**config.mk**
```make
export PLATFORM = sky130hd
export DESIGN_NAME = buddy_block_allocator_flat
export DESIGN_NICKNAME = d
export VERILOG_FILES = /design/src/bba_pkg.sv /design/src/bba_ifs.sv /design/src/bba_ram.sv /design/src/buddy_block_allocator.sv /design/src/flat_wrapper.sv
export SDC_FILE = /design/constraint.sdc
export NUM_CORES = 1
export LEC_CHECK = 0
export ABC_CLOCK_PERIOD_IN_PS = 25800
export BUFFER_PORTS_ARGS = -buffer_cell sky130_fd_sc_hd__buf_2
export CAP_MARGIN = 10
export CORE_MARGIN = 10
export CORE_UTILIZATION = 30
export CTS_CLUSTER_DIAMETER = 80
export DETAILED_ROUTE_END_ITERATION = 8
export GPL_TIMING_DRIVEN = 1
export PLACE_DENSITY_LB_ADDON = 0.05
export SETUP_SLACK_MARGIN = 0.02
export SLEW_MARGIN = 40
export SYNTH_ARGS = -nofsm -noshare
export SYNTH_HDL_FRONTEND = slang
export SYNTH_SLANG_ARGS = --single-unit
```
**constraint.sdc**
```tcl
create_clock -name clock -period 25.8 [get_ports clock]
set_clock_uncertainty 0.15 [all_clocks]
set_input_delay 7.74 -clock clock [delete_from_list [all_inputs] [get_ports clock]]
set_output_delay 7.74 -clock clock [all_outputs]
set_load 0.005 [all_outputs]
```
**src/bba_pkg.sv**
```systemverilog
// Shared types and constants of the buddy block allocator.
// Used by the channel interfaces, the allocator and the testbench; bba_ram does not use it.
package bba_pkg;

   localparam int SIZE_W    = 11;
   localparam int ADDR_W    = 10;
   localparam int STATUS_W  = 2;
   localparam int LEVEL_O_W = 3;

   typedef enum logic {
      CMD_ALLOC = 1'b0,
      CMD_FREE  = 1'b1
   } cmd_type;

   typedef enum logic [STATUS_W-1:0] {
      STATUS_DONE     = 2'd0,
      STATUS_NO_BLOCK = 2'd1,
      STATUS_BAD      = 2'd2
   } status_type;

   typedef enum logic [3:0] {
      ST_CLEAR,
      ST_IDLE,
      ST_DECODE,
      ST_SCAN,
      ST_SPLIT,
      ST_DIV,
      ST_CHECK,
      ST_MRG_RD,
      ST_MRG_CHK,
      ST_FIN_RD,
      ST_FIN_CHK,
      ST_RESP
   } state_type;

endpackage

```
**src/bba_ifs.sv**
```systemverilog
// Valid/ready channel interfaces for allocator requests and responses.
// Field widths come from bba_pkg.
interface bba_req_if;
   logic                        valid;
   logic                        ready;
   logic                        command;
   logic [bba_pkg::SIZE_W-1:0]  request_size;
   logic [bba_pkg::ADDR_W-1:0]  free_address;

   modport source (output valid, command, request_size, free_address, input ready);
   modport sink   (input valid, command, request_size, free_address, output ready);
endinterface

interface bba_rsp_if;
   logic                          valid;
   logic                          ready;
   logic [bba_pkg::STATUS_W-1:0]  status;
   logic [bba_pkg::ADDR_W-1:0]    block_address;
   logic [bba_pkg::LEVEL_O_W-1:0] largest_free_level;
   logic                          any_free;

   modport source (output valid, status, block_address, largest_free_level, any_free,
                   input ready);
   modport sink   (input valid, status, block_address, largest_free_level, any_free,
                   output ready);
endinterface

```
**src/bba_ram.sv**
```systemverilog
// Generic single-write, single-read RAM with registered read data.
// No dependencies.
module bba_ram #(
   parameter int WIDTH = 1,
   parameter int DEPTH = 256
) (
   input  logic                     clock,
   input  logic                     wr_en,
   input  logic [$clog2(DEPTH)-1:0] wr_addr,
   input  logic [WIDTH-1:0]         wr_data,
   input  logic [$clog2(DEPTH)-1:0] rd_addr,
   output logic [WIDTH-1:0]         rd_data
);

   logic [WIDTH-1:0] mem_ff [DEPTH];
   logic [WIDTH-1:0] rd_data_ff;

   always_ff @(posedge clock) begin
      if (wr_en) begin
         mem_ff[wr_addr] <= wr_data;
      end
      rd_data_ff <= mem_ff[rd_addr];
   end

   assign rd_data = rd_data_ff;

endmodule

```
**src/buddy_block_allocator.sv**
```systemverilog
// Buddy block allocator over one region of MIN_BLOCK << (LEVELS-1) units.
// Requests arrive on req_ch (valid/ready): command 0 allocates request_size units,
// command 1 frees the block of request_size units at free_address. Each request
// gives exactly one response on rsp_ch with a status, the granted or merged block
// address and a summary of the largest free level.
// The free marks of all levels live in a 2^LEVELS x 1 RAM in heap order; per-level
// free counters in flip-flops pick the level and give the summary at once.
// One request is worked on at a time; req_ch.ready is high only while idle.
// Allocate: decode, then a scan of the chosen level from block index 0 up to the
// lowest free block, one mark per cycle through the RAM read port, then one split
// step per level down to the wanted level.
// Free: decode, divide and check, then a read and a check per buddy (up to LEVELS-1
// of them), then a final read and mark update. Bad sizes go from decode to the response.
// After reset the block sweeps every address of the mark RAM, marking only the
// whole region free, and accepts no request during the sweep.
// A finished response waits in the output register while rsp_ch.ready is low; the
// block meanwhile takes the next request and works on it, and holds that request in
// its last state until the register is taken or can be refilled in the same cycle.
module buddy_block_allocator #(
   parameter int LEVELS    = 8,
   parameter int MIN_BLOCK = 8
) (
   input  logic            clock,
   input  logic            reset,
   bba_req_if.sink         req_ch,
   bba_rsp_if.source       rsp_ch
);

   localparam int LW        = (LEVELS > 2) ? $clog2(LEVELS) : 1;
   localparam int UW        = LEVELS - 1;
   localparam int MW        = LEVELS;
   localparam int DEPTH     = 1 << LEVELS;
   localparam int REGION    = MIN_BLOCK << (LEVELS - 1);
   localparam int DIV_SHIFT = 17;
   localparam int RECIP     = ((1 << DIV_SHIFT) + MIN_BLOCK - 1) / MIN_BLOCK;
   localparam int PROD_W    = bba_pkg::ADDR_W + DIV_SHIFT + 1;
   localparam int REM_W     = 16;

   function automatic logic [MW-1:0] lvl_size(input logic [LW-1:0] lvl);
      lvl_size = MW'(1) << (LW'(LEVELS - 1) - lvl);
   endfunction

   function automatic logic [MW-1:0] lvl_base(input logic [LW-1:0] lvl);
      lvl_base = lvl_size(lvl) - MW'(1);
   endfunction

   bba_pkg::state_type             state_ff, state_in;
   logic [MW-1:0]                  clr_ff, clr_in;
   logic [MW-1:0]                  scan_ff, scan_in;
   logic                           pend_ff, pend_in;
   logic [LW-1:0]                  cur_lvl_ff, cur_lvl_in;
   logic [LW-1:0]                  lvl_ff, lvl_in;
   logic [UW-1:0]                  u_ff, u_in;
   logic [bba_pkg::ADDR_W-1:0]     q_ff, q_in;
   logic                           cmd_ff, cmd_in;
   logic [bba_pkg::SIZE_W-1:0]     size_ff, size_in;
   logic [bba_pkg::ADDR_W-1:0]     addr_ff, addr_in;
   bba_pkg::status_type            status_ff, status_in;
   logic [MW-1:0]                  cnt_ff [LEVELS];
   logic [MW-1:0]                  cnt_in [LEVELS];

   logic                           rsp_valid_ff, rsp_valid_in;
   logic [bba_pkg::STATUS_W-1:0]   rsp_status_ff, rsp_status_in;
   logic [bba_pkg::ADDR_W-1:0]     rsp_addr_ff, rsp_addr_in;
   logic [bba_pkg::LEVEL_O_W-1:0]  rsp_largest_ff, rsp_largest_in;
   logic                           rsp_any_ff, rsp_any_in;

   logic                           ram_we;
   logic                           ram_wd;
   logic [MW-1:0]                  ram_waddr;
   logic                           ram_rd;
   logic [LW-1:0]                  addr_lvl_c;
   logic [MW-1:0]                  idx_c;
   logic [MW-1:0]                  mark_addr_c;
   logic                           cnt_inc, cnt_dec;
   logic [LW-1:0]                  cnt_sel;
   logic [LW-1:0]                  size_lvl_c;
   logic                           size_bad_c;
   logic [LW-1:0]                  alloc_lvl_c;
   logic                           alloc_ok_c;
   logic [LW-1:0]                  largest_c;
   logic                           any_c;
   logic [MW-1:0]                  hit_c;
   logic [REM_W-1:0]               qm_c;
   logic                           free_bad_c;
   logic                           rsp_load_c;

   // The one address unit: a level base plus a block index selects a mark.
   assign mark_addr_c = lvl_base(addr_lvl_c) + idx_c;
   assign ram_waddr   = (state_ff == bba_pkg::ST_CLEAR) ? clr_ff : mark_addr_c;
   assign hit_c       = scan_ff - MW'(1);

   bba_ram #(
      .WIDTH (1),
      .DEPTH (DEPTH)
   ) u_marks (
      .clock   (clock),
      .wr_en   (ram_we),
      .wr_addr (ram_waddr),
      .wr_data (ram_wd),
      .rd_addr (mark_addr_c),
      .rd_data (ram_rd)
   );

   // Smallest level holding the size, level to take from, summary, free address check.
   always_comb begin
      size_lvl_c = LW'(LEVELS - 1);
      for (int l = LEVELS - 1; l >= 0; l--) begin
         if (32'(size_ff) <= (MIN_BLOCK << l)) begin
            size_lvl_c = LW'(l);
         end
      end
      size_bad_c = (size_ff == '0) || (32'(size_ff) > REGION);

      alloc_lvl_c = '0;
      alloc_ok_c  = 1'b0;
      for (int l = LEVELS - 1; l >= 0; l--) begin
         if (LW'(l) >= size_lvl_c && cnt_ff[l] != '0) begin
            alloc_lvl_c = LW'(l);
            alloc_ok_c  = 1'b1;
         end
      end

      largest_c = '0;
      any_c     = 1'b0;
      for (int l = 0; l < LEVELS; l++) begin
         if (cnt_ff[l] != '0) begin
            largest_c = LW'(l);
            any_c     = 1'b1;
         end
      end

      qm_c       = REM_W'(q_ff * MIN_BLOCK);
      free_bad_c = (32'(addr_ff) >= REGION) || (REM_W'(addr_ff) != qm_c) ||
                   ((q_ff & ((bba_pkg::ADDR_W'(1) << lvl_ff) - bba_pkg::ADDR_W'(1))) != '0);
   end

   always_ff @(posedge clock) begin
      if (reset) begin
         state_ff     <= bba_pkg::ST_CLEAR;
         clr_ff       <= '0;
         pend_ff      <= 1'b0;
         rsp_valid_ff <= 1'b0;
         for (int l = 0; l < LEVELS; l++) begin
            cnt_ff[l] <= (l == LEVELS - 1) ? MW'(1) : '0;
         end
      end else begin
         state_ff     <= state_in;
         clr_ff       <= clr_in;
         pend_ff      <= pend_in;
         rsp_valid_ff <= rsp_valid_in;
         cnt_ff       <= cnt_in;
      end
   end

   always_ff @(posedge clock) begin
      scan_ff        <= scan_in;
      cur_lvl_ff     <= cur_lvl_in;
      lvl_ff         <= lvl_in;
      u_ff           <= u_in;
      q_ff           <= q_in;
      cmd_ff         <= cmd_in;
      size_ff        <= size_in;
      addr_ff        <= addr_in;
      status_ff      <= status_in;
      rsp_status_ff  <= rsp_status_in;
      rsp_addr_ff    <= rsp_addr_in;
      rsp_largest_ff <= rsp_largest_in;
      rsp_any_ff     <= rsp_any_in;
   end

   always_comb begin
      state_in       = state_ff;
      clr_in         = clr_ff;
      scan_in        = scan_ff;
      pend_in        = pend_ff;
      cur_lvl_in     = cur_lvl_ff;
      lvl_in         = lvl_ff;
      u_in           = u_ff;
      q_in           = q_ff;
      cmd_in         = cmd_ff;
      size_in        = size_ff;
      addr_in        = addr_ff;
      status_in      = status_ff;
      rsp_status_in  = rsp_status_ff;
      rsp_addr_in    = rsp_addr_ff;
      rsp_largest_in = rsp_largest_ff;
      rsp_any_in     = rsp_any_ff;
      rsp_valid_in   = rsp_valid_ff && !rsp_ch.ready;
      rsp_load_c     = 1'b0;
      ram_we         = 1'b0;
      ram_wd         = 1'b0;
      addr_lvl_c     = cur_lvl_ff;
      idx_c          = MW'(u_ff >> cur_lvl_ff);
      cnt_inc        = 1'b0;
      cnt_dec        = 1'b0;
      cnt_sel        = cur_lvl_ff;
      req_ch.ready   = 1'b0;

      case (state_ff)
         bba_pkg::ST_CLEAR: begin
            ram_we = 1'b1;
            ram_wd = (clr_ff == '0);
            clr_in = clr_ff + MW'(1);
            if (clr_ff == MW'(DEPTH - 1)) begin
               state_in = bba_pkg::ST_IDLE;
            end
         end
         bba_pkg::ST_IDLE: begin
            req_ch.ready = 1'b1;
            if (req_ch.valid) begin
               cmd_in   = req_ch.command;
               size_in  = req_ch.request_size;
               addr_in  = req_ch.free_address;
               state_in = bba_pkg::ST_DECODE;
            end
         end
         bba_pkg::ST_DECODE: begin
            lvl_in  = size_lvl_c;
            scan_in = '0;
            pend_in = 1'b0;
            if (size_bad_c) begin
               status_in = bba_pkg::STATUS_BAD;
               state_in  = bba_pkg::ST_RESP;
            end else if (cmd_ff == bba_pkg::CMD_ALLOC) begin
               if (alloc_ok_c) begin
                  cur_lvl_in = alloc_lvl_c;
                  state_in   = bba_pkg::ST_SCAN;
               end else begin
                  status_in = bba_pkg::STATUS_NO_BLOCK;
                  state_in  = bba_pkg::ST_RESP;
               end
            end else begin
               state_in = bba_pkg::ST_DIV;
            end
         end
         bba_pkg::ST_SCAN: begin
            // Reads are issued back to back; the data of index scan_ff-1 returns now.
            idx_c   = scan_ff;
            scan_in = scan_ff + MW'(1);
            pend_in = 1'b1;
            if (pend_ff && ram_rd) begin
               idx_c     = hit_c;
               ram_we    = 1'b1;
               ram_wd    = 1'b0;
               cnt_dec   = 1'b1;
               u_in      = UW'(hit_c << cur_lvl_ff);
               status_in = bba_pkg::STATUS_DONE;
               pend_in   = 1'b0;
               state_in  = (cur_lvl_ff > lvl_ff) ? bba_pkg::ST_SPLIT : bba_pkg::ST_RESP;
            end
         end
         bba_pkg::ST_SPLIT: begin
            // Free the upper half at the level below.
            addr_lvl_c = cur_lvl_ff - LW'(1);
            idx_c      = MW'(u_ff >> addr_lvl_c) | MW'(1);
            ram_we     = 1'b1;
            ram_wd     = 1'b1;
            cnt_inc    = 1'b1;
            cnt_sel    = addr_lvl_c;
            cur_lvl_in = addr_lvl_c;
            if (addr_lvl_c == lvl_ff) begin
               state_in = bba_pkg::ST_RESP;
            end
         end
         bba_pkg::ST_DIV: begin
            q_in     = bba_pkg::ADDR_W'((PROD_W'(addr_ff) * PROD_W'(RECIP)) >> DIV_SHIFT);
            state_in = bba_pkg::ST_CHECK;
         end
         bba_pkg::ST_CHECK: begin
            if (free_bad_c) begin
               status_in = bba_pkg::STATUS_BAD;
               state_in  = bba_pkg::ST_RESP;
            end else begin
               u_in       = UW'(q_ff);
               cur_lvl_in = lvl_ff;
               state_in   = (lvl_ff == LW'(LEVELS - 1)) ? bba_pkg::ST_FIN_RD
                                                        : bba_pkg::ST_MRG_RD;
            end
         end
         bba_pkg::ST_MRG_RD: begin
            idx_c    = MW'(u_ff >> cur_lvl_ff) ^ MW'(1);
            state_in = bba_pkg::ST_MRG_CHK;
         end
         bba_pkg::ST_MRG_CHK: begin
            idx_c = MW'(u_ff >> cur_lvl_ff) ^ MW'(1);
            if (ram_rd) begin
               ram_we     = 1'b1;
               ram_wd     = 1'b0;
               cnt_dec    = 1'b1;
               u_in       = u_ff & ~(UW'(1) << cur_lvl_ff);
               cur_lvl_in = cur_lvl_ff + LW'(1);
               state_in   = (cur_lvl_ff + LW'(1) == LW'(LEVELS - 1)) ? bba_pkg::ST_FIN_RD
                                                                     : bba_pkg::ST_MRG_RD;
            end else begin
               state_in = bba_pkg::ST_FIN_RD;
            end
         end
         bba_pkg::ST_FIN_RD: begin
            state_in = bba_pkg::ST_FIN_CHK;
         end
         bba_pkg::ST_FIN_CHK: begin
            // A block freed twice is already marked and must not be counted again.
            ram_we    = 1'b1;
            ram_wd    = 1'b1;
            cnt_inc   = !ram_rd;
            status_in = bba_pkg::STATUS_DONE;
            state_in  = bba_pkg::ST_RESP;
         end
         bba_pkg::ST_RESP: begin
            if (!rsp_valid_ff || rsp_ch.ready) begin
               rsp_load_c     = 1'b1;
               rsp_valid_in   = 1'b1;
               rsp_status_in  = status_ff;
               rsp_addr_in    = (status_ff == bba_pkg::STATUS_DONE)
                                ? bba_pkg::ADDR_W'(u_ff * MIN_BLOCK) : '0;
               rsp_largest_in = bba_pkg::LEVEL_O_W'(largest_c);
               rsp_any_in     = any_c;
               state_in       = bba_pkg::ST_IDLE;
            end
         end
         default: begin
            state_in = bba_pkg::ST_IDLE;
         end
      endcase
   end

   always_comb begin
      cnt_in = cnt_ff;
      if (cnt_inc) begin
         cnt_in[cnt_sel] = cnt_ff[cnt_sel] + MW'(1);
      end else if (cnt_dec) begin
         cnt_in[cnt_sel] = cnt_ff[cnt_sel] - MW'(1);
      end
   end

   assign rsp_ch.valid              = rsp_valid_ff;
   assign rsp_ch.status             = rsp_status_ff;
   assign rsp_ch.block_address      = rsp_addr_ff;
   assign rsp_ch.largest_free_level = rsp_largest_ff;
   assign rsp_ch.any_free           = rsp_any_ff;

   // The counters promise a free mark at the scanned level, so the scan never
   // runs past the end of that level.
   a_scan_in_level: assert property (@(posedge clock) disable iff (reset)
      state_ff == bba_pkg::ST_SCAN |-> scan_ff <= lvl_size(cur_lvl_ff))
      else $error("scan ran past the end of its level");

   // Levels below the split block, down to the wanted level, must have been empty.
   a_split_level_empty: assert property (@(posedge clock) disable iff (reset)
      state_ff == bba_pkg::ST_SPLIT |-> cnt_ff[cur_lvl_ff - LW'(1)] == '0)
      else $error("split freed a half at a level that already held a free block");

   a_merge_below_top: assert property (@(posedge clock) disable iff (reset)
      (state_ff == bba_pkg::ST_MRG_RD || state_ff == bba_pkg::ST_MRG_CHK)
      |-> cur_lvl_ff < LW'(LEVELS - 1))
      else $error("merge looked for a buddy of the whole region");

   a_top_count: assert property (@(posedge clock) disable iff (reset)
      cnt_ff[LEVELS - 1] <= MW'(1))
      else $error("more than one free block counted at the top level");

   a_resp_handoff: assert property (@(posedge clock) disable iff (reset)
      state_ff == bba_pkg::ST_RESP && rsp_load_c
      |=> state_ff == bba_pkg::ST_IDLE && rsp_valid_ff)
      else $error("finished request was not presented as a response");

endmodule

```
**src/flat_wrapper.sv**
```systemverilog
// flat-port wrapper written by rule: the top's interface ports become plain ports
module buddy_block_allocator_flat 
#(
   parameter int LEVELS    = 8,
   parameter int MIN_BLOCK = 8
)
  (clock, reset, req_ch_valid, req_ch_command, req_ch_request_size, req_ch_free_address, req_ch_ready, rsp_ch_valid, rsp_ch_status, rsp_ch_block_address, rsp_ch_largest_free_level, rsp_ch_any_free, rsp_ch_ready);
  bba_req_if req_ch_i ();
  bba_rsp_if rsp_ch_i ();
  input  logic clock;
  input  logic reset;
  input wire logic [$bits(req_ch_i.valid)-1:0] req_ch_valid;
  input wire logic [$bits(req_ch_i.command)-1:0] req_ch_command;
  input wire logic [$bits(req_ch_i.request_size)-1:0] req_ch_request_size;
  input wire logic [$bits(req_ch_i.free_address)-1:0] req_ch_free_address;
  output wire logic [$bits(req_ch_i.ready)-1:0] req_ch_ready;
  output wire logic [$bits(rsp_ch_i.valid)-1:0] rsp_ch_valid;
  output wire logic [$bits(rsp_ch_i.status)-1:0] rsp_ch_status;
  output wire logic [$bits(rsp_ch_i.block_address)-1:0] rsp_ch_block_address;
  output wire logic [$bits(rsp_ch_i.largest_free_level)-1:0] rsp_ch_largest_free_level;
  output wire logic [$bits(rsp_ch_i.any_free)-1:0] rsp_ch_any_free;
  input wire logic [$bits(rsp_ch_i.ready)-1:0] rsp_ch_ready;
  assign req_ch_i.valid = req_ch_valid;
  assign req_ch_i.command = req_ch_command;
  assign req_ch_i.request_size = req_ch_request_size;
  assign req_ch_i.free_address = req_ch_free_address;
  assign req_ch_ready = req_ch_i.ready;
  assign rsp_ch_valid = rsp_ch_i.valid;
  assign rsp_ch_status = rsp_ch_i.status;
  assign rsp_ch_block_address = rsp_ch_i.block_address;
  assign rsp_ch_largest_free_level = rsp_ch_i.largest_free_level;
  assign rsp_ch_any_free = rsp_ch_i.any_free;
  assign rsp_ch_i.ready = rsp_ch_ready;
  buddy_block_allocator #(.LEVELS(LEVELS), .MIN_BLOCK(MIN_BLOCK)) u_core (.clock(clock), .reset(reset), .req_ch(req_ch_i), .rsp_ch(rsp_ch_i));
endmodule
```
==> results.yml, run 1 <==
power:
  pwr_density_cell_nw_per_um2: 62.7
  power_leakage_nw: 7.45
  ir_worst_vdd_mv: 0.0611
setup_path:
  endpoint_kind: "output pin"
  path_class: "flop to output pin"
  arrival_ns: 1.83
  cp_max_fo: 34
  crit_path_start_kind: "flop"
  required_ns: 17.91
global_routing:
  grt_pass1_vias: 14500
  met1_usage_pct: 20.8
  antenna_found_initial: 0
  use_met3_pct: 2.19
  grtUsageTotal_pct: 15.9
  use_met2_pct: 27.3
  grt_overflow_total: 0
  grt_pass1_wl_mm: 95.1
  busiest_layer: "met2"
  grt_max_degree: 149
sta:
  finalHoldViolations: 0
  min_period_ns: 9.72
  slew_violations: 0
  fin_tns_setup_ns: 0
  period_share_pct: 37.7
  tightest_slew_ns: 0.898
  max_freq_mhz: 103
  rsz0062_at_grt: "false"
  relSlewSlack_pct: 39.7
  final-setup-viol-count: 0
routing:
  totalWireLength_mm: 63.0
  ant_nets: 0
  first_iter_violations: 1143
  num_vias: 14300
  wl_per_cell_microns: 23.0
  via_per_inst: 5.24
  dr.pass1.iters: 5
  drc: 0
floorplan:
  row_count: 95
  die_w_microns: 280
  die_area_sq_um: 78300
  start_util_pct: 30.2
  core-area_sq_um: 67000
  die_h_microns: 280
  io_pins: 44
min_path:
  hp-class: "flop to flop"
finish:
  area_growth_pct: 14.1
  final_nets: 1878
  drive_gt1_share_pct: 15.5
  final_cells: 2733
  n_antenna_cell: 0
  fillers: 6768
synth:
  yosysTopAreaCell: "edfxtp_1"
  ys.flop_type: "edfxtp_1"
  ys_types: 78
  yosys.cell_count.top_type: "nor2_1"
  syn-instance-count: 1808
  ys_ff_latch: 400
  yosysWarnings: 0
  synth_enable_flop_cells: 321
  syn-cell-area_sq_um: 20300
  synth_sequential_area_ratio_pct: 55.4
  syn_area_per_cell_sq_um: 11.2
  synth_async_sr_flop_share_pct: 0
  synth_top_area_share_pct: 47.6
  synthTopCellsByArea: "edfxtp_1 (48%), mux4_2 (9.3%), dfxtp_1 (7.8%), nor2_1 (6.7%), nand2_1 (3.6%)"
  synth_common_cells: "nor2_1 (360), edfxtp_1 (321), nand2_1 (194)"
cts:
  insertion_delay_ns: 0.62
  cts_hold_buffers: 0
  path_clk_slew_ns: 0.06
  cts_tree: "yes"
  htree_levels: 2
  clockBufferDepth: 3
  postCtsSetupRepairBufs: 0
  post_cts_resize_count: 0
  clockRootBuffer: "clkbuf_16"
  numCtsBuffers: 50
  cts.sinks: 400
run:
  drv_cap: 0
placed_design:
  dpl.cell_count: 2640
  dp_hpwl_mm: 39.7
  io_buffers: 40
  place.gp.congestion: 0.799
status:
  status: "completed"
area by class of cell:
class,instances,area (sq um),area share [%]
inverter,40,153,0.660
sequential,400,11200,48.6
multi-input combinational,1255,8540,37.0
tap,873,1090,4.73
timing repair buffer,73,493,2.13
clock buffer,65,1340,5.79
clock inverter,27,272,1.17
worst paths after layout:
check	startpoint	end	cells past startpoint	slack (ns)
worst min register to register	u_core.status_ff[1]	u_core.rsp_ch.status[1]	0	0.32
worst max-delay path	u_core.state_ff[3]	req_ch_ready	4	16.08
worst min-delay path	u_core.status_ff[1]	u_core.rsp_ch.status[1]	0	0.32
worst max register to register	u_core.state_ff[0]	u_core.u_marks.mem_ff[51]	19	18.65
metal layers:
metal | part of all wire, % | wire (microns) | vias up
li1 | - | - | 6672
met1 | 46 | 28800 | 7314
met2 | 49 | 30800 | 263
met3 | 3.5 | 2220 | 73
met4 | 1.8 | 1130 | 0
met5 | 0 | 0 | -
cell families after synthesis:
| family | Yosys count | share of synthesized area, % |
|---|---|---|
| AO/OA/AOI/OAI | 279 | 8.76 |
| AND/OR/NAND/NOR | 754 | 16.1 |
| buffers and inverters | 155 | 3.08 |
| multiplexers | 137 | 12.2 |
| other | 1 | 0.0185 |
| adder cells (fa/ha/maj) | 32 | 2.01 |
| flip-flops | 400 | 55.4 |
| XOR/XNOR | 50 | 2.44 |
power breakdown:
group	internal, mW	total [mW]	switching, mW	leakage, nW
Sequential	0.711	0.712	0.000769	3.52
Clock	0.407	0.696	0.289	0.789
Combinational	0.00697	0.0409	0.0339	3.14
placed cells by master, fill, tap and decap left out, types with 30 or more instances in the layout:
cell type / netlist / routed
dfxtp_1: 79 / 79
a21oi_1: 84 / 84
clkbuf_16: 0 / 51
nand3_1: 81 / 81
inv_1: 35 / 35
nor2_1: 360 / 357
o21ai_0: 64 / 64
edfxtp_1: 321 / 321
buf_2: 11 / 40
nand2_1: 194 / 184
mux4_2: 84 / 84
buf_4: 3 / 30
mux2i_1: 36 / 36
critical path, stage by stage (launching register included):
cell and delay [ns]:
dfxtp_1 0.29, buf_4 0.23, nand2b_1 0.24, nor3_1 0.28, buf_2 0.19
per-stage QoR:
step           hold slack [ns]  total power, mW  util, %  worst slack [ns]  instance area (sq um)
3_5_place_dp             0.310            0.767     32.0             16.49                  21500
6_report                 0.320             1.45     34.5             16.08                  23100
3_3_place_gp             0.301            0.765     31.9             16.37                  21400
2_1_floorplan            0.277            0.751        -             16.76                  20300
4_1_cts                  0.324             1.47     34.4             16.04                  23100
5_1_grt                  0.343             1.50     34.5             15.94                  23100
registers in the layout (all words and copies together), names as in the netlist, 2 cells and up:
| register | flops |
|---|---|
| u_core.rsp_ch.largest_free_level | 3 |
| u_core.u_marks.mem_ff | 256 |
| u_core.lvl_ff | 3 |
| u_core.q_ff | 7 |
| u_core.size_ff | 11 |
| u_core.cur_lvl_ff | 3 |
| u_core.rsp_ch.status | 2 |
| u_core.u_ff | 7 |
| u_core.clr_ff | 8 |
| u_core.scan_ff | 8 |
| u_core.status_ff | 2 |
| u_core.cnt_ff | 64 |
| u_core.state_ff | 4 |
| u_core.addr_ff | 10 |
| u_core.rsp_ch.block_address | 7 |
(Power assumes the default switching activity.)
==> inputs of run 2 (changes only) <==
ABC_CLOCK_PERIOD_IN_PS = 9070   (was 25800)
clock period = 9.07 ns   (was 25.8 ns; I/O delays follow)
==> results.yml, run 2 (synthesized netlist as in run 1, its figures left out) <==
cts:
  post_cts_resize_count: 0
  clockRootBuffer: "clkbuf_16"
  clockBufferDepth: 3
  numCtsBuffers: 48
  cts_hold_buffers: 0
  postCtsSetupRepairBufs: 0
  cts.sinks: 400
  htree_levels: 2
  cts_tree: "yes"
  path_clk_slew_ns: 0.06
  insertion_delay_ns: 0.59
setup_path:
  crit_path_start_kind: "flop"
  r2r_slack_ns: 2.02
  path_cells: "buf_4 -> or4b_4 -> inv_4 -> ha_1 -> clkinv_1 -> nor2_1 -> nand2_1 -> ha_1 -> inv_1 -> ha_4 -> fa_1 -> a21o_1 -> a21oi_1 -> o21bai_1 -> a21oi_1 -> xor3_1 -> mux2i_4 -> nand3_1 -> nor2_1"
  arrival_ns: 7.19
  cp_max_fo: 34
  crit_path_max_incr_delay_ns: 0.71
  required_ns: 9.21
  reg2reg_from: "u_core.state_ff[3]"
  endpoint_kind: "flop"
  slowest_stage: "or4b_4"
  path_class: "flop to flop"
  ff2ff_path_depth: 19
  worstReg2RegEnd: "u_core.u_marks.mem_ff[88]"
routing:
  num_vias: 14200
  first_iter_violations: 1199
  ant_nets: 0
  dr.pass1.iters: 5
  via_per_inst: 5.18
  drc: 0
  totalWireLength_mm: 63.6
  wl_per_cell_microns: 23.2
global_routing:
  grtUsageTotal_pct: 16.1
  grt_overflow_total: 0
  antenna_found_initial: 0
  grt_pass1_vias: 14200
  grt_max_degree: 143
  grt_pass1_wl_mm: 95.5
floorplan:
  io_pins: 44
  core-area_sq_um: 67000
  start_util_pct: 30.2
  die_w_microns: 280
  row_count: 95
  die_area_sq_um: 78300
  die_h_microns: 280
sta:
  rsz0062_at_grt: "false"
  min_period_ns: 7.05
  tightest_slew_ns: 0.807
  relSlewSlack_pct: 45.9
  period_share_pct: 77.7
  final-setup-viol-count: 0
  slew_violations: 0
  fin_tns_setup_ns: 0
  whs_ns: 0.302
  finalHoldViolations: 0
  max_freq_mhz: 142
finish:
  area_growth_pct: 13.7
  reg_top3: "u_core.u_marks.mem_ff (256), u_core.cnt_ff (64), u_core.size_ff (11)"
  top_register: "u_core.u_marks.mem_ff"
  fin_util_pct: 34.4
  most-common-layout-cells: "nor2_1 (359), edfxtp_1 (321), nand2_1 (190)"
  fillers: 6836
  largest_reg_flops: 256
  layout_commonest_cell: "nor2_1"
  final_cells: 2737
  final_nets: 1889
  n_antenna_cell: 0
  drive_gt1_share_pct: 15.3
placed_design:
  place.gp.congestion: 0.831
  io_buffers: 40
  dp_hpwl_mm: 40.5
  dpl.cell_count: 2654
min_path:
  hp-class: "flop to flop"
  hold_depth: 0
  hold_path_startpoint: "u_core.status_ff[1]"
  hold_end: "u_core.rsp_ch.status[1]"
power:
  total_power_mw: 4.00
  pwr_density_cell_nw_per_um2: 173
  power_leakage_nw: 7.43
  ir_worst_vdd_mv: 0.146
run:
  drv_cap: 0
status:
  status: "completed"
-- run 2: cell count changes in the layout (fill, tap and decap cells not counted), sizes merged --
cell,delta
buf,+13
clkbuf,-8
bufinv,-1
clkinvlp,-1
inv,+1
-- run 2: layer usage --
layer	GRT usage, %	share of wire (%)	vias up
met4	4.52	2.3	0
met3	2.30	3.6	85
met1	21.7	46	7131
li1	-	-	6677
met2	26.5	48	280
met5	0	0	-
-- run 2: stage by stage --
| step | area, sq um | setup WS, ns |
|---|---|---|
| after global routing | 23000 | 1.47 |
| after floorplan | 20300 | 0.309 |
| after global placement | 21500 | 2.11 |
| final | 23000 | 2.02 |
| after detailed placement | 21600 | 1.99 |
| after CTS | 23000 | 1.99 |
-- run 2: how the worst max path moves through the flow --
stage / cells after the start / startpoint / endpoint / slack (ns)
finish: 19 / u_core.state_ff[3] / u_core.u_marks.mem_ff[88] / 2.02
global route: 20 / u_core.state_ff[3] / u_core.u_marks.mem_ff[109] / 1.47
CTS: 19 / u_core.state_ff[3] / u_core.u_marks.mem_ff[88] / 1.99
detailed placement: 19 / u_core.state_ff[3] / u_core.u_marks.mem_ff[88] / 1.99
global placement: 16 / u_core.state_ff[3] / u_core.u_marks.rd_data / 2.11
floorplan: 5 / u_core.state_ff[3] / u_core.u_marks.mem_ff[0] / 0.31
-- run 2: final cells by class --
class / count / area, sq um / area share, %
inverters: 40 / 153 / 0.663
multi-input cells: 1255 / 8510 / 36.9
repair buffers: 86 / 591 / 2.56
flip-flops and latches: 400 / 11200 / 48.7
clock buffers: 57 / 1230 / 5.36
clock inverters: 26 / 238 / 1.03
well taps: 873 / 1090 / 4.74
-- run 2: power by group --
group	switching [mW]	internal [mW]	leakage, nW	total (mW)
registers	0.00220	2.02	3.52	2.03
logic	0.0957	0.0206	3.18	0.116
clock network	0.797	1.06	0.725	1.85
-- run 2: critical path: cells and delay by family, from the launching register on --
| kind | cells | cell delay [ns] |
|---|---|---|
| DFF | 1 | 0.29 |
| adders and majority gates | 4 | 1.57 |
| muxes | 1 | 0.30 |
| buffers and inverters | 4 | 1.09 |
| and+or+nand+nor | 5 | 2.12 |
| AOI/OAI and AO/OA | 4 | 0.70 |
| xor gates and xnor gates | 1 | 0.48 |
==> inputs of run 3 (changes only) <==
ABC_CLOCK_PERIOD_IN_PS = 6500   (was 9070)
clock period = 6.5 ns   (was 9.07 ns; I/O delays follow)
==> results.yml, run 3 (synthesized netlist as in run 1, its figures left out) <==
status:
  status: "completed"
setup_path:
  cp_max_fo: 16
  path_class: "flop to flop"
  reg2reg_from: "u_core.cur_lvl_ff[1]"
  arrival_ns: 6.17
  crit_path_max_incr_delay_ns: 0.60
  cp_top_family: "adder cells"
  cp_num_buf_inv: 3
  endpoint_kind: "flop"
  r2r_slack_ns: 0.46
  worstReg2RegEnd: "u_core.u_marks.mem_ff[81]"
  path_cells: "clkinv_1 -> ha_1 -> buf_4 -> nor2b_1 -> mux2_2 -> nand2_1 -> ha_1 -> inv_1 -> fa_1 -> a21o_1 -> a21oi_1 -> o21bai_1 -> a21oi_1 -> xor3_1 -> mux2i_4 -> nand3_1 -> nor2_1"
  crit_path_start_kind: "flop"
  slowest_stage: "nand3_1"
  ff2ff_path_depth: 17
  required_ns: 6.63
floorplan:
  die_area_sq_um: 78300
  start_util_pct: 30.2
  die_h_microns: 280
  die_w_microns: 280
  core-area_sq_um: 67000
  row_count: 95
  io_pins: 44
finish:
  largest_reg_flops: 256
  multi_input_area_sq_um: 8510
  fin_util_pct: 34.9
  drive_gt1_share_pct: 16.4
  most-common-layout-cells: "nor2_1 (358), edfxtp_1 (321), nand2_1 (191)"
  layout.area.seq_sq_um: 11200
  final_cells: 2749
  area_growth_pct: 15.4
  reg_top3: "u_core.u_marks.mem_ff (256), u_core.cnt_ff (64), u_core.size_ff (11)"
  final_nets: 1895
  fillers: 6755
  layout_commonest_cell: "nor2_1"
  n_antenna_cell: 0
  top_register: "u_core.u_marks.mem_ff"
cts:
  clockRootBuffer: "clkbuf_16"
  path_clk_slew_ns: 0.05
  clockBufferDepth: 3
  cts_tree: "yes"
  numCtsBuffers: 50
  insertion_delay_ns: 0.61
  post_cts_resize_count: 0
  cts_hold_buffers: 0
  cts.sinks: 400
  htree_levels: 2
  postCtsSetupRepairBufs: 0
sta:
  relSlewSlack_pct: 44.5
  tightest_slew_ns: 0.830
  finalHoldViolations: 0
  max_freq_mhz: 166
  min_period_ns: 6.04
  setup_ws_ns: 0.465
  period_share_pct: 92.9
  rsz0062_at_grt: "false"
  slew_violations: 0
  fin_tns_setup_ns: 0
  final-setup-viol-count: 0
global_routing:
  met1_usage_pct: 21.1
  grt_max_degree: 89
  busiest_layer: "met2"
  antenna_found_initial: 0
  grtUsageTotal_pct: 16.3
  grt_pass1_wl_mm: 96.9
  use_met2_pct: 27.8
  grt_overflow_total: 0
  grt_pass1_vias: 14700
  use_met3_pct: 2.23
routing:
  wl_per_cell_microns: 23.3
  dr.pass1.iters: 5
  first_iter_violations: 1270
  via_per_inst: 5.25
  num_vias: 14400
  drc: 0
  ant_nets: 0
  totalWireLength_mm: 63.9
run:
  drv_cap: 0
placed_design:
  dp_hpwl_mm: 41.4
  place.gp.congestion: 0.825
  dpl_worst_slack_ns: 0.416
  io_buffers: 40
  dpl.cell_count: 2658
min_path:
  hold_depth: 0
  hold_path_startpoint: "u_core.status_ff[1]"
  hold_end: "u_core.rsp_ch.status[1]"
  hp-class: "flop to flop"
power:
  ir_worst_vdd_mv: 0.205
  pwr_density_cell_nw_per_um2: 254
  power_leakage_nw: 7.60
  total_power_mw: 5.93
[run 3: cell count changes in the layout (fill, tap and decap cells not counted), sizes merged]
| cell | previous run | this run |
|---|---|---|
| clkinv | 25 | 26 |
| clkinvlp | 0 | 1 |
| inv | 38 | 40 |
| bufinv | 3 | 7 |
| buf | 86 | 90 |
[run 3: stage by stage]
step / cell area, sq um / hold WS [ns]
after floorplan: 20300 / 0.277
after global placement: 21500 / 0.289
after detailed placement: 21600 / 0.294
after CTS: 23400 / 0.308
after global routing: 23400 / 0.320
final: 23400 / 0.306
[run 3: worst max path at each step]
stage / start / to / slack (ns) / depth (start not counted)
after floorplan: u_core.state_ff[3] / u_core.u_marks.mem_ff[0] / 0.48 / 5
after global placement: u_core.cur_lvl_ff[1] / u_core.u_marks.mem_ff[83] / 0.49 / 17
after detailed placement: u_core.cur_lvl_ff[1] / u_core.u_marks.mem_ff[81] / 0.42 / 19
after CTS: u_core.cur_lvl_ff[1] / u_core.u_marks.mem_ff[81] / 0.43 / 19
after global routing: u_core.cur_lvl_ff[1] / u_core.u_marks.mem_ff[32] / 0.03 / 17
final: u_core.cur_lvl_ff[1] / u_core.u_marks.mem_ff[81] / 0.46 / 17
[run 3: cell type report]
type / instances / share of cell area [%]
repair buffers: 90 / 2.79
well taps: 873 / 4.67
multi-input cells: 1255 / 36.4
clock buffers: 57 / 5.78
inverters: 40 / 0.653
flip-flops and latches: 400 / 48.0
clock inverters: 34 / 1.67
[run 3: metal layers]
metal	vias to the layer above	routed length (microns)
met5	-	0
met4	0	1550
met3	104	2680
met2	340	31600
met1	7286	28100
li1	6703	-
[run 3: power by group]
| group | leakage [nW] | internal [mW] | switching (mW) | total, mW |
|---|---|---|---|---|
| registers | 3.52 | 2.82 | 0.00305 | 2.83 |
| logic | 3.22 | 0.0324 | 0.131 | 0.163 |
| clock network | 0.866 | 1.77 | 1.17 | 2.94 |
| total | 7.60 | 4.63 | 1.30 | 5.93 |
